<file path="config.mk">
export PLATFORM = sky130hd
export DESIGN_NAME = swm_cell
export DESIGN_NICKNAME = d
export VERILOG_FILES = /design/src/swm_pkg.sv /design/src/swm_cell.sv
export SDC_FILE = /design/constraint.sdc
export NUM_CORES = 1
export LEC_CHECK = 0
export ABC_CLOCK_PERIOD_IN_PS = 3900
export BUFFER_PORTS_ARGS = -buffer_cell sky130_fd_sc_hd__buf_2
export CAP_MARGIN = 15
export CORE_MARGIN = 1
export CORE_UTILIZATION = 41
export DETAILED_ROUTE_END_ITERATION = 6
export PLACE_DENSITY = 0.77
export SYNTH_ARGS = -nofsm -noshare
export SYNTH_HDL_FRONTEND = slang
export SYNTH_SLANG_ARGS = --single-unit
</file>
<file path="constraint.sdc">
create_clock -name clk -period 3.9 [get_ports clk]
set_clock_uncertainty 0.05 [all_clocks]
set_input_delay 0.78 -clock clk [delete_from_list [all_inputs] [get_ports clk]]
set_output_delay 0.78 -clock clk [all_outputs]
set_load 0.01 [all_outputs]
</file>
<file path="src/swm_pkg.sv">
// Shared types and constants for the sliding window maximum block.
`default_nettype none
package swm_pkg;

  localparam int WS_WIDTH   = 7;
  localparam int CFG_ADDR_W = 3;
  localparam int CFG_DATA_W = 32;

  localparam logic [0:0]          REG_WINDOW_SIZE = 1'b0;
  localparam logic [WS_WIDTH-1:0] WS_RESET        = 7'd1;

  typedef struct packed {
    logic step;
    logic shift;
    logic head;
    logic clear;
  } swm_ctrl_t;

endpackage
`default_nettype wire

</file>
<file path="src/swm_cell.sv">
// One candidate slot of the monotone queue; shifts toward the head with its neighbor.
`default_nettype none
module swm_cell #(
  parameter int SW        = 32,
  parameter int AW        = 6,
  parameter bit HEAD_SLOT = 1'b0
) (
  input  logic                clk,
  input  logic                rst_n,
  input  swm_pkg::swm_ctrl_t  ctrl,
  input  logic [SW-1:0]       sample,
  input  logic [AW-1:0]       age_lim,
  input  logic                left_surv,
  input  logic                right_valid,
  input  logic                right_surv,
  input  logic [SW-1:0]       right_value,
  input  logic [AW-1:0]       right_age,
  output logic                valid,
  output logic                surv,
  output logic [SW-1:0]       value,
  output logic [AW-1:0]       age,
  output logic [SW-1:0]       value_nxt
);
  import swm_pkg::*;

  logic          valid_r, valid_nxt;
  logic [SW-1:0] value_r, val_nxt;
  logic [AW-1:0] age_r, age_nxt;
  logic          prev_surv, src_surv, append;
  logic [SW-1:0] src_value;
  logic [AW-1:0] src_age;

  // survives this item: in window and not beaten by the new sample
  assign surv = valid_r && !ctrl.clear && (age_r < age_lim) &&
                !($signed(value_r) < $signed(sample));

  // when the head drops, the head slot has nothing ahead of it
  assign prev_surv = ctrl.head ? (surv || HEAD_SLOT) : left_surv;
  assign src_surv  = ctrl.head ? right_surv : surv;
  assign src_value = ctrl.head ? right_value : value_r;
  assign src_age   = ctrl.head ? right_age : age_r;
  assign append    = !src_surv && prev_surv;

  always_comb begin
    valid_nxt = valid_r;
    val_nxt   = value_r;
    age_nxt   = age_r;
    if (ctrl.shift) begin
      valid_nxt = right_valid;
      val_nxt   = right_value;
      age_nxt   = right_age;
    end else if (ctrl.step) begin
      if (src_surv) begin
        valid_nxt = 1'b1;
        val_nxt   = src_value;
        age_nxt   = src_age + AW'(1);
      end else if (append) begin
        valid_nxt = 1'b1;
        val_nxt   = sample;
        age_nxt   = '0;
      end else begin
        valid_nxt = 1'b0;
      end
    end
  end

  always_ff @(posedge clk) begin
    if (!rst_n) begin
      valid_r <= 1'b0;
    end else begin
      valid_r <= valid_nxt;
    end
  end

  always_ff @(posedge clk) begin
    value_r <= val_nxt;
    age_r   <= age_nxt;
  end

  assign valid     = valid_r;
  assign value     = value_r;
  assign age       = age_r;
  assign value_nxt = val_nxt;

endmodule
`default_nettype wire

</file>
---- Word-level counts from Yosys, hierarchy flattened ----
Index checks and enable logic that the tools add are counted.
operators by class
  shift-type cells ........................ 0
  mux-type cells .......................... 16
  bitwise operators ....................... 0
  order comparisons ....................... 2
  $add $sub $neg .......................... 1
  $mul .................................... 0
  div/mod/pow operators ................... 0
  eq/ne operators ......................... 0
  reduce and logical (&&, ||, !) cells .... 10
operator list
  kind                 count
  $mux 32              5
  $lt 32x32->1         1
  $mux 6               5
  $add 6x1->6 const B  1
  $lt 6x6->1           1
  $mux 1               6
  $logic_and 1x1->1    4
  $logic_not 1->1      3
  $reduce_bool 3->1    1
  $reduce_and 2->1     1
  $reduce_bool 2->1    1
storage, ports and cells
  bits in latches ......................... 0
  ROM bits ................................ 0
  logic and storage cells ................. 32
  register bits after elaboration ......... 39
  output and inout port bits .............. 72
  memories ................................ 0
  bits in writable memories ............... 0

---- Logic depth before layout (Yosys ltp) ----
Gate-level depths: netlist of run 1.
  depth after elaboration ................. 11
  mapped depth ............................ 11

---- Least setup slack after synthesis of run 1 ----
OpenSTA, ideal clock, no wires.
  path kind ............................... input to output
  start point ............................. input sample[30]
  end point ............................... output value_nxt[10]
  data required time ...................... 3.070 ns
  path slack .............................. -0.035 ns
  arrival ................................. 3.105 ns
  stages on the path ...................... 11
  cell sequence ........................... inv_1 > ha_1 > a21oi_2 > nand2_1 > a21o_2 > a2111oi_4 > a31oi_1 > o311a_1 > a311o_2 > buf_6 > o221a_1
between the ends
  cells in the longest elaborated chain, start to end .. 10
ends and longest elaborated chain
  what                   line            source
  from (decl)            swm_cell.sv:11  input logic [SW-1:0] sample,
  $lt 32x32->1 (*)       swm_cell.sv:35  !($signed(value_r) < $signed(sample));
  $logic_not 1->1 (*)    swm_cell.sv:35
  $logic_and 1x1->1 (*)  swm_cell.sv:34  assign surv = valid_r && !ctrl.clear && (age_r < age_lim) &&
  $mux 1                 swm_cell.sv:39  assign src_surv = ctrl.head ? right_surv : surv;
  $logic_not 1->1        swm_cell.sv:42  assign append = !src_surv && prev_surv;
  $logic_and 1x1->1      swm_cell.sv:42
  $mux 32                swm_cell.sv:57  end else if (append) begin
  $mux 32 (*)            swm_cell.sv:53  if (src_surv) begin
  $mux 32 (*)            swm_cell.sv:52  end else if (ctrl.step) begin
  $mux 32 (*)            swm_cell.sv:48  if (ctrl.shift) begin
  to (decl)              swm_cell.sv:22  output logic [SW-1:0] value_nxt
Mark *: on every way between the ends. The rest lies on a longest branch, timed or not.

---- Final worst setup path of run 1 ----
  start point ............................. input sample[30]
  end point ............................... output value_nxt[4]
Same word-level chain as after synthesis.

==> results.txt, run 1 <==
status: complete, but fails checks
violated checks: setup timing
critical path class: input port to output pin
Synth Area in Compound Gates: 26.1%
Max Root-Sink Buffers: 2
mux cell area share after synthesis: 1.88%
Hold Startpoint: value[0]$_DFF_P_
setup ws final: -0.285 ns
Worst R2R Setup Slack: 0.88 ns
Startpoint Class: input port
worst path required time: 3.07 ns
die footprint: 0.00749 mm2
Async SR Flop Fraction: 0%
adder-cell area share of the yosys netlist: 15.8%
Min Hold Slack: 0.533 ns
most frequent cell after synthesis: inv_1
max-slew violation count: 0
vias post-DR: 2,992
top cells by count, synth: inv_1 (41), ha_1 (37), dfxtp_1 (33)
placer congestion estimate: 0.787
post-synth top area share: 22.6%
Ys Warns: 0
Routed Antenna Nets: 0
diode count: 0
drt first pass iters: 4
CP peak stage delay: 0.41 ns
Synth Area in XOR/XNOR: 0.897%
Critical-path top delay cell: a311o_2
Synth area leader: dfxtp_1
Core ar.: 0.00683 mm2
share of layout cells above drive strength 1: 58.2%
Synth Net Count: 429
largest family of logic cells by synthesized area: compound AO/OA/AOI/OAI gates
slew margin rel.: 76.5%
Final min period: 4.19 ns
Vias/cell: 5.23
LEAKAGE: 2.07 nW
largest net degree at the start of global routing: 33
ys flop type: dfxtp_1
DR DRC count: 0
hold buffer count at cts: 0
Min-Delay Endpoint: value[0]$_DFF_P_
Bufs and invs on worst path: 4
Syn-to-layout area delta: 49.9%
Die W: 86.5 um
Least-Margin Pin Slew: 0.352 ns
Final Instance Area: 0.00439 mm2
Seq/Total Area, Yosys: 28.7%
Critical R2R Capture: value[25]$_DFF_P_
stages on the worst setup path: 13
worst path arrival time: 3.36 ns
Top delay family on crit path: compound AO/OA/AOI/OAI gates
nets: 597
first-pass GRT wire length: 12,600 um
H-tree lvl count: 2
FP Rows: 30
Tot Pwr: 1.33 mW
Ports: 157
Post-Route WL: 8510 um
Mapped Cells: 307
VDD IR max: 0.175 mV
Synth Area in Simple Gates: 17.2%
PwrDens: 304 mW/mm2
synth top area cells: dfxtp_1 (23%), ha_1 (16%), o221a_1 (12%)
final period utilization: 107%
Area after DPL: 0.00385 mm2
Synth Register Bits: 39
Crit Path Max Fanout: 16
cell total after placement: 562
CTS Buf Count: 5
worst reg2reg startpoint: value[31]$_DFF_P_
RSZ-0062 raised after global routing: yes
Fmax: 239 MHz
hpwl dp: 6250 um
final setup fails: 32
clk root buf: clkbuf_8
antenna violations before repair: 0
Mapped Area: 0.00293 mm2
routed len/inst: 14.9 um
Cell variety after synth: 53
Sink Count: 39
CP Cell Sequence: buf_6 > inv_2 > ha_4 > a21oi_2 > nand2_1 > a21o_2 > a2111oi_4 > a31oi_4 > o311a_1 > a311o_2 > buf_12 > o221a_1 > buf_2
syn avg cell area: 9.54 um2
hold-critical path depth: 1
r2r worst-path depth: 10
Final Non-Filler Cells: 572
Initial Util: 42.9%
Fillers: 579
max_cap viols: 0
Final Hold Fails: 0
Post-synth EDFFs: 6
aggregate global-route resource usage: 21.2%
CP endpoint kind: output pin
Buffers on Ports: 156
Clock transition at path regs: 0.08 ns
initial drt markers: 92
worst min path class: flop to flop
vias in the first global route: 2,780
clk_lat worst skew: 0.29 ns
Overflow after GRT: 0
CTS tree: built
DIE HEIGHT: 86.5 um
cells by family (layout without fill, tap and decap cells):
logic type	after synthesis	count (layout)
buffers and inverters	54	223
AND/OR/NAND/NOR	85	85
AO/OA/AOI/OAI	84	84
XOR/XNOR	3	3
adder cells (fa/ha/maj)	37	37
flip-flops	39	39
multiplexers	5	5
timing repair:
action / CTS / global route
buffers inserted: 1 / 1
hold endpoints to repair: 0 / 0
gates resized for setup: 27 / 42
gates cloned: 0 / 1
pin swaps: 2 / 17
setup endpoints to repair: 32 / 32
through the flow:
stage	utilization (%)	setup WS, ns	TNS [ns]
6_report	64.3	-0.285	-8.51
5_1_grt	64.3	-0.393	-11.87
4_1_cts	60.7	-0.256	-7.79
3_5_place_dp	56.4	-0.354	-10.53
3_3_place_gp	56.4	-0.336	-9.76
2_1_floorplan	-	0.0139	0
layer usage:
| layer | routed length [um] | global-route usage, % |
|---|---|---|
| met1 | 3660 | 25.7 |
| met2 | 4260 | 38.7 |
| met3 | 512 | 4.00 |
| met4 | 76 | 4.39 |
| met5 | 0 | 0 |
flip-flops by register name, indices dropped and copies added, names as in the netlist:
| signal | flops |
|---|---|
| value | 32 |
| age | 6 |
| valid | 1 |
how the worst max path moves through the flow:
| stage | startpoint | to |
|---|---|---|
| after global routing | sample[23] | value_nxt[14] |
| after CTS | sample[1] | value_nxt[25] |
| after floorplan | sample[30] | value_nxt[10] |
| after detailed placement | sample[30] | value_nxt[31] |
| final | sample[30] | value_nxt[4] |
| after global placement | sample[30] | value_nxt[31] |
cells in the final DEF (no fill, tap or decap), types with 4 or more instances in the layout:
cell type	Yosys	routed
buf_2	0	148
dfxtp_1	33	33
or2_2	32	32
o221a_1	32	31
inv_1	41	29
ha_1	37	19
ha_4	0	18
nand2_1	17	17
buf_4	0	13
inv_2	0	11
buf_6	3	8
o21ai_0	7	7
a21oi_1	13	6
edfxtp_1	6	6
nand4_1	5	5
a21oi_2	1	5
nand3_1	6	5
clkbuf_8	5	5
mux2_2	4	4
a21o_1	4	4
nor2b_1	4	4
nor2_1	5	4
where the power goes:
part | internal (mW) | switching (mW) | leakage [nW]
clock network | 0.126 | 0.144 | 0.0422
registers | 0.457 | 0.0539 | 0.340
logic | 0.286 | 0.266 | 1.69
final cells by class:
type	instances	area [um2]	share of cell area (%)
Clock buffer	7	76.3	1.74
Clock inverter	1	5.00	0.114
Inverter	41	156	3.56
Multi-Input combinational cell	214	2160	49.3
Sequential cell	39	841	19.1
Tap cell	96	120	2.74
Timing Repair Buffer	174	1030	23.4
Power figures use the tool's default switching activity.
==> run 2: changes to the inputs <==
- REMOVE_ABC_BUFFERS: unset -> 1
- TNS_END_PERCENT: unset -> 10
==> results.txt, run 2 (same netlist as run 1, synthesis figures left out) <==
hpwl dp: 6450 um (was 6250 um)
Final Hold Fails: 0 (unchanged)
drt first pass iters: 4 (unchanged)
hold buffer count at cts: 0 (unchanged)
aggregate global-route resource usage: 21.6% (was 21.2%)
Most Crowded Layer GR: met2 (unchanged)
most common cell after layout, fill and taps aside: buf_2 (unchanged)
DR DRC count: 0 (unchanged)
RSZ-0062 raised after global routing: yes (unchanged)
first-pass GRT wire length: 12,700 um (was 12,600 um)
Place WS: -0.390 ns (was -0.354 ns)
Post-Route WL: 8460 um (was 8510 um)
DIE HEIGHT: 86.5 um (unchanged)
critical path class: input port to output pin (unchanged)
vias in the first global route: 2,801 (was 2,780)
Min Hold Slack: 0.531 ns (was 0.533 ns)
Pint: 0.941 mW (was 0.869 mW)
CP Cell Sequence: buf_2 > inv_1 > ha_4 > nand4_1 > buf_4 > nor4_4 > buf_4 > nand3b_1 > a31oi_4 > nor2_2 > a311o_2 > buf_12 > o221a_1 > buf_2 (was buf_6 > inv_2 > ha_4 > a21oi_2 > nand2_1 > a21o_2 > a2111oi_4 > a31oi_4 > o311a_1 > a311o_2 > buf_12 > o221a_1 > buf_2)
setup TNS: -9.91 ns (was -8.51 ns)
slew margin rel.: 62.7% (was 76.5%)
Overflow after GRT: 0 (unchanged)
GRT met1 Usage: 25.0% (was 25.7%)
Ports: 157 (unchanged)
Final min period: 4.24 ns (was 4.19 ns)
setup ws final: -0.341 ns (was -0.285 ns)
final setup fails: 32 (unchanged)
worst path arrival time: 3.41 ns (was 3.36 ns)
clk_lat worst skew: 0.30 ns (was 0.29 ns)
Crit Path Max Fanout: 16 (unchanged)
switching share of total power: 33.4% (was 34.8%)
Comb pwr share: 38.3% (was 41.4%)
CTS Buf Count: 5 (unchanged)
LEAKAGE: 2.12 nW (was 2.07 nW)
diode count: 0 (unchanged)
status: complete, but fails checks (unchanged)
clk root buf: clkbuf_8 (unchanged)
Routed Antenna Nets: 0 (unchanged)
worst min path class: flop to flop (unchanged)
initial drt markers: 69 (was 92)
Startpoint Class: input port (unchanged)
Final Non-Filler Cells: 583 (was 572)
H-tree lvl count: 2 (unchanged)
antenna violations before repair: 0 (unchanged)
Flop pwr share: 35.9% (was 38.3%)
Fmax: 236 MHz (was 239 MHz)
largest net degree at the start of global routing: 22 (was 33)
Die W: 86.5 um (unchanged)
Fillers: 618 (was 579)
Least-Margin Pin Slew: 0.558 ns (was 0.352 ns)
Largest register FFs: 32 (unchanged)
violated checks: setup timing (unchanged)
GR Layer Usage met3: 4.86% (was 4.00%)
met2 Usage GRT: 39.8% (was 38.7%)
placer congestion estimate: 0.806 (was 0.787)
worst path required time: 3.07 ns (about the same)
Critical-path top delay cell: a311o_2 (unchanged)
Sw Pwr: 0.473 mW (was 0.464 mW)
CP endpoint kind: output pin (unchanged)
Core ar.: 0.00683 mm2 (unchanged)
Vias/cell: 5.15 (was 5.23)
Syn-to-layout area delta: 49.7% (was 49.9%)
max-slew violation count: 0 (unchanged)
Buffers on Ports: 156 (unchanged)
power share of the clock group: 25.8% (was 20.2%)
vias post-DR: 3,001 (was 2,992)
PwrDens: 322 mW/mm2 (was 304 mW/mm2)
area of the multi-input gates: 0.00208 mm2 (was 0.00216 mm2)
Max Root-Sink Buffers: 2 (unchanged)
nets: 608 (was 597)
die footprint: 0.00749 mm2 (unchanged)
CP peak stage delay: 0.45 ns (was 0.41 ns)
final core utilization: 64.2% (was 64.3%)
routed len/inst: 14.5 um (was 14.9 um)
Sink Count: 39 (unchanged)
highest-count cells in the layout ignoring fill and taps: buf_2 (154), inv_1 (34), dfxtp_1 (33) (was buf_2 (148), dfxtp_1 (33), or2_2 (32))
share of layout cells above drive strength 1: 56.7% (was 58.2%)
CTS tree: built (unchanged)
cell total after placement: 571 (was 562)
FP Rows: 30 (unchanged)
final period utilization: 109% (was 107%)
VDD IR max: 0.147 mV (was 0.175 mV)
storage element area: 841 um2 (unchanged)
max_cap viols: 0 (unchanged)
Initial Util: 42.9% (unchanged)
Clock transition at path regs: 0.08 ns (about the same)
[run 2: worst max-delay path, delay by kind of cell]
family	cells	cell delay [ns]
AND/OR/NAND/NOR	4	0.59
AO/OA/AOI/OAI	3	0.91
buffers and inverters	6	0.84
adder cells (fa/ha/maj)	1	0.27
[run 2: stage by stage]
step / total power [mW] / area, um2
6_report: 1.41 / 4380
5_1_grt: 1.50 / 4380
4_1_cts: 1.37 / 4120
3_5_place_dp: 0.981 / 3900
3_3_place_gp: 0.969 / 3900
2_1_floorplan: 0.764 / 2810
[run 2: power by group through the flow]
| stage | Clock [mW] | Sequential, mW | Combinational [mW] |
|---|---|---|---|
| finish | 0.365 | 0.507 | 0.541 |
| global route | 0.390 | 0.515 | 0.594 |
| CTS | 0.371 | 0.502 | 0.495 |
| detailed placement | 0 | 0.509 | 0.472 |
| global placement | 0 | 0.507 | 0.462 |
| floorplan | 0 | 0.522 | 0.242 |
[run 2: area by class of cell]
class | instances | share of cell area (%)
Clock inverter | 1 | 0.171
Clock buffer | 7 | 2.71
Inverter | 41 | 3.57
Timing Repair Buffer | 185 | 24.2
Multi-Input combinational cell | 214 | 47.4
Sequential cell | 39 | 19.2
Tap cell | 96 | 2.74
[run 2: final timing paths]
path | from | endpoint | slack [ns] | cells past startpoint
setup / recovery | sample[27] | value_nxt[22] | -0.34 | 14
hold / removal | value[0]$_DFF_P_ | value[0]$_DFF_P_ | 0.53 | 1
setup reg to reg | age[2]$_DFFE_PP_ | value[22]$_DFF_P_ | 0.95 | 10
hold reg to reg | value[0]$_DFF_P_ | value[0]$_DFF_P_ | 0.53 | 1
[run 2: what timing repair did]
item	in CTS	in global routing
pin swaps	4	21
gates resized for setup	13	36
setup buffers	0	3
setup endpoints to repair	32	32
gates cloned	0	1
hold endpoints to repair	0	0
[run 2: layer usage]
metal  up-vias  share of wire (%)  routed length (um)
li1       1502                  -                   -
met3         9                6.8                 577
met4         0                1.2                  98
met1      1369                 42                3520
met2       121                 50                4270
met5         -                  0                   0
==> run 3: changes to the inputs <==
==> constraint.sdc (replaced) <==
create_clock -name clk -period 3.9 [get_ports clk]
set_clock_uncertainty 0.05 [all_clocks]
set_input_delay 0.39 -clock clk [delete_from_list [all_inputs] [get_ports clk]]
set_output_delay 0.39 -clock clk [all_outputs]
set_load 0.01 [all_outputs]
==> results.txt, run 3 (same netlist as run 1, synthesis figures left out) <==
Crit Path Max Fanout: 16 (unchanged)
DR DRC count: 0 (unchanged)
FP Rows: 30 (unchanged)
Die W: 86.5 um (unchanged)
worst path required time: 3.46 ns (was 3.07 ns)
Overflow after GRT: 0 (unchanged)
final period utilization: 95.7% (was 109%)
PwrDens: 319 mW/mm2 (was 322 mW/mm2)
diode count: 0 (unchanged)
routed len/inst: 14.7 um (was 14.5 um)
Least-Margin Pin Slew: 0.466 ns (was 0.558 ns)
Area after DPL: 0.00374 mm2 (was 0.00390 mm2)
r2r worst-path depth: 9 (was 10)
Critical R2R Capture: value[24]$_DFF_P_ (was value[22]$_DFF_P_)
CTS Buf Count: 5 (unchanged)
hpwl dp: 6500 um (was 6450 um)
critical path class: flop to output pin (was input port to output pin)
Final min period: 3.73 ns (was 4.24 ns)
most common cell after layout, fill and taps aside: buf_2 (unchanged)
GR Layer Usage met3: 4.00% (was 4.86%)
met2 Usage GRT: 38.4% (was 39.8%)
Post-Route WL: 8180 um (was 8460 um)
CP endpoint kind: output pin (unchanged)
Startpoint Class: flop (was input port)
GRT met1 Usage: 25.5% (was 25.0%)
Hold Startpoint: right_valid (was value[0]$_DFF_P_)
Initial Util: 42.9% (unchanged)
slew margin rel.: 68.8% (was 62.7%)
nets: 583 (was 608)
share of layout cells above drive strength 1: 47.8% (was 56.7%)
die footprint: 0.00749 mm2 (unchanged)
Min Hold Slack: 0.301 ns (was 0.531 ns)
Most Crowded Layer GR: met2 (unchanged)
Critical Path Start: value[30]$_DFF_P_ (was sample[27])
CTS tree: built (unchanged)
final setup fails: 0 (was 32)
Min-Delay Endpoint: valid$_SDFFE_PN0P_ (was value[0]$_DFF_P_)
Worst R2R Setup Slack: 0.87 ns (was 0.95 ns)
DIE HEIGHT: 86.5 um (unchanged)
max-slew violation count: 0 (unchanged)
hold buffer count at cts: 0 (unchanged)
cell total after placement: 549 (was 571)
placer congestion estimate: 0.831 (was 0.806)
aggregate global-route resource usage: 21.2% (was 21.6%)
Largest register FFs: 32 (unchanged)
worst reg2reg startpoint: value[30]$_DFF_P_ (was age[2]$_DFFE_PP_)
antenna violations before repair: 0 (unchanged)
max_cap viols: 0 (unchanged)
drt first pass iters: 4 (unchanged)
H-tree lvl count: 2 (unchanged)
Core ar.: 0.00683 mm2 (unchanged)
Buffers on Ports: 156 (unchanged)
RSZ-0062 raised after global routing: yes (unchanged)
vias in the first global route: 2,696 (was 2,801)
Vias/cell: 5.27 (was 5.15)
clk_lat worst skew: 0.29 ns (was 0.30 ns)
clk root buf: clkbuf_8 (unchanged)
Final Instance Area: 0.00385 mm2 (was 0.00438 mm2)
highest-count cells in the layout ignoring fill and taps: buf_2 (156), inv_1 (41), ha_1 (37) (was buf_2 (154), inv_1 (34), dfxtp_1 (33))
LEAKAGE: 1.95 nW (was 2.12 nW)
Sink Count: 39 (unchanged)
worst min path class: input port to flop (was flop to flop)
Fmax: 268 MHz (was 236 MHz)
initial drt markers: 64 (was 69)
largest net degree at the start of global routing: 33 (was 22)
Max Root-Sink Buffers: 2 (unchanged)
Final Hold Fails: 0 (unchanged)
Syn-to-layout area delta: 31.3% (was 49.7%)
Clock transition at path regs: 0.08 ns (about the same)
first-pass GRT wire length: 12,500 um (was 12,700 um)
hold-critical path depth: 2 (was 1)
status: complete, no violations (was complete, but fails checks)
vias post-DR: 2,942 (was 3,001)
Final Non-Filler Cells: 558 (was 583)
VDD IR max: 0.158 mV (was 0.147 mV)
Routed Antenna Nets: 0 (unchanged)
worst path arrival time: 3.29 ns (was 3.41 ns)
Ports: 157 (unchanged)
[run 3: changes by cell type in the layout (fill, tap and decap cells not counted), sizes merged]
cell,delta
buf,-25
clkbuf,-3
a311o,+1
clkinv,+1
inv,+1
[run 3: metal layers]
layer	up-vias	share of wire, %
li1	1459	-
met4	0	0.65
met1	1375	44
met3	4	5.1
met5	-	0
met2	104	50
[run 3: worst max-delay path by stage]
| stage | endpoint | slack [ns] | cells past startpoint |
|---|---|---|---|
| floorplan | value_nxt[0] | 0.60 | 10 |
| finish | value_nxt[24] | 0.17 | 10 |
| detailed placement | value_nxt[22] | 0.17 | 12 |
| global route | value_nxt[10] | -0.02 | 10 |
| CTS | value_nxt[22] | 0.04 | 10 |
| global placement | value_nxt[22] | 0.19 | 12 |
[run 3: repair_timing]
item | 4_1_cts | 5_1_grt
pin swaps | 0 | 2
resized for setup | 1 | 2
buffers inserted | 0 | 0
setup endpoints to repair | 2 | 32
gates cloned | 0 | 1
[run 3: cell type report]
type	instances	area [um2]
clock buffer	5	68.8
clock inverter	3	18.8
fill	658	2990
inverter	41	154
multi-input combinational	215	1840
sequential	39	841
tap	96	120
timing repair buffer	159	803
[run 3: critical path, stage by stage (launching register included)]
cell	delay (ns)
dfxtp_1	0.33
ha_1	0.35
a21oi_2	0.14
nand2_1	0.06
a21o_2	0.22
a2111oi_4	0.31
a31oi_2	0.19
o311a_1	0.39
a311o_2	0.55
o221a_1	0.30
buf_2	0.14
[run 3: through the flow]
stage | power, mW | setup TNS [ns] | util, % | setup WS (ns)
floorplan | 0.764 | 0 | - | 0.600
global placement | 0.947 | 0 | 54.7 | 0.192
detailed placement | 0.961 | 0 | 54.7 | 0.171
CTS | 1.24 | 0 | 56.1 | 0.0446
global route | 1.31 | -0.283 | 56.3 | -0.0231
finish | 1.23 | 0 | 56.3 | 0.166
[run 3: where the power goes]
group | internal (mW) | switching, mW
combinational | 0.218 | 0.236
clock | 0.125 | 0.149
sequential | 0.457 | 0.0426
total | 0.801 | 0.427
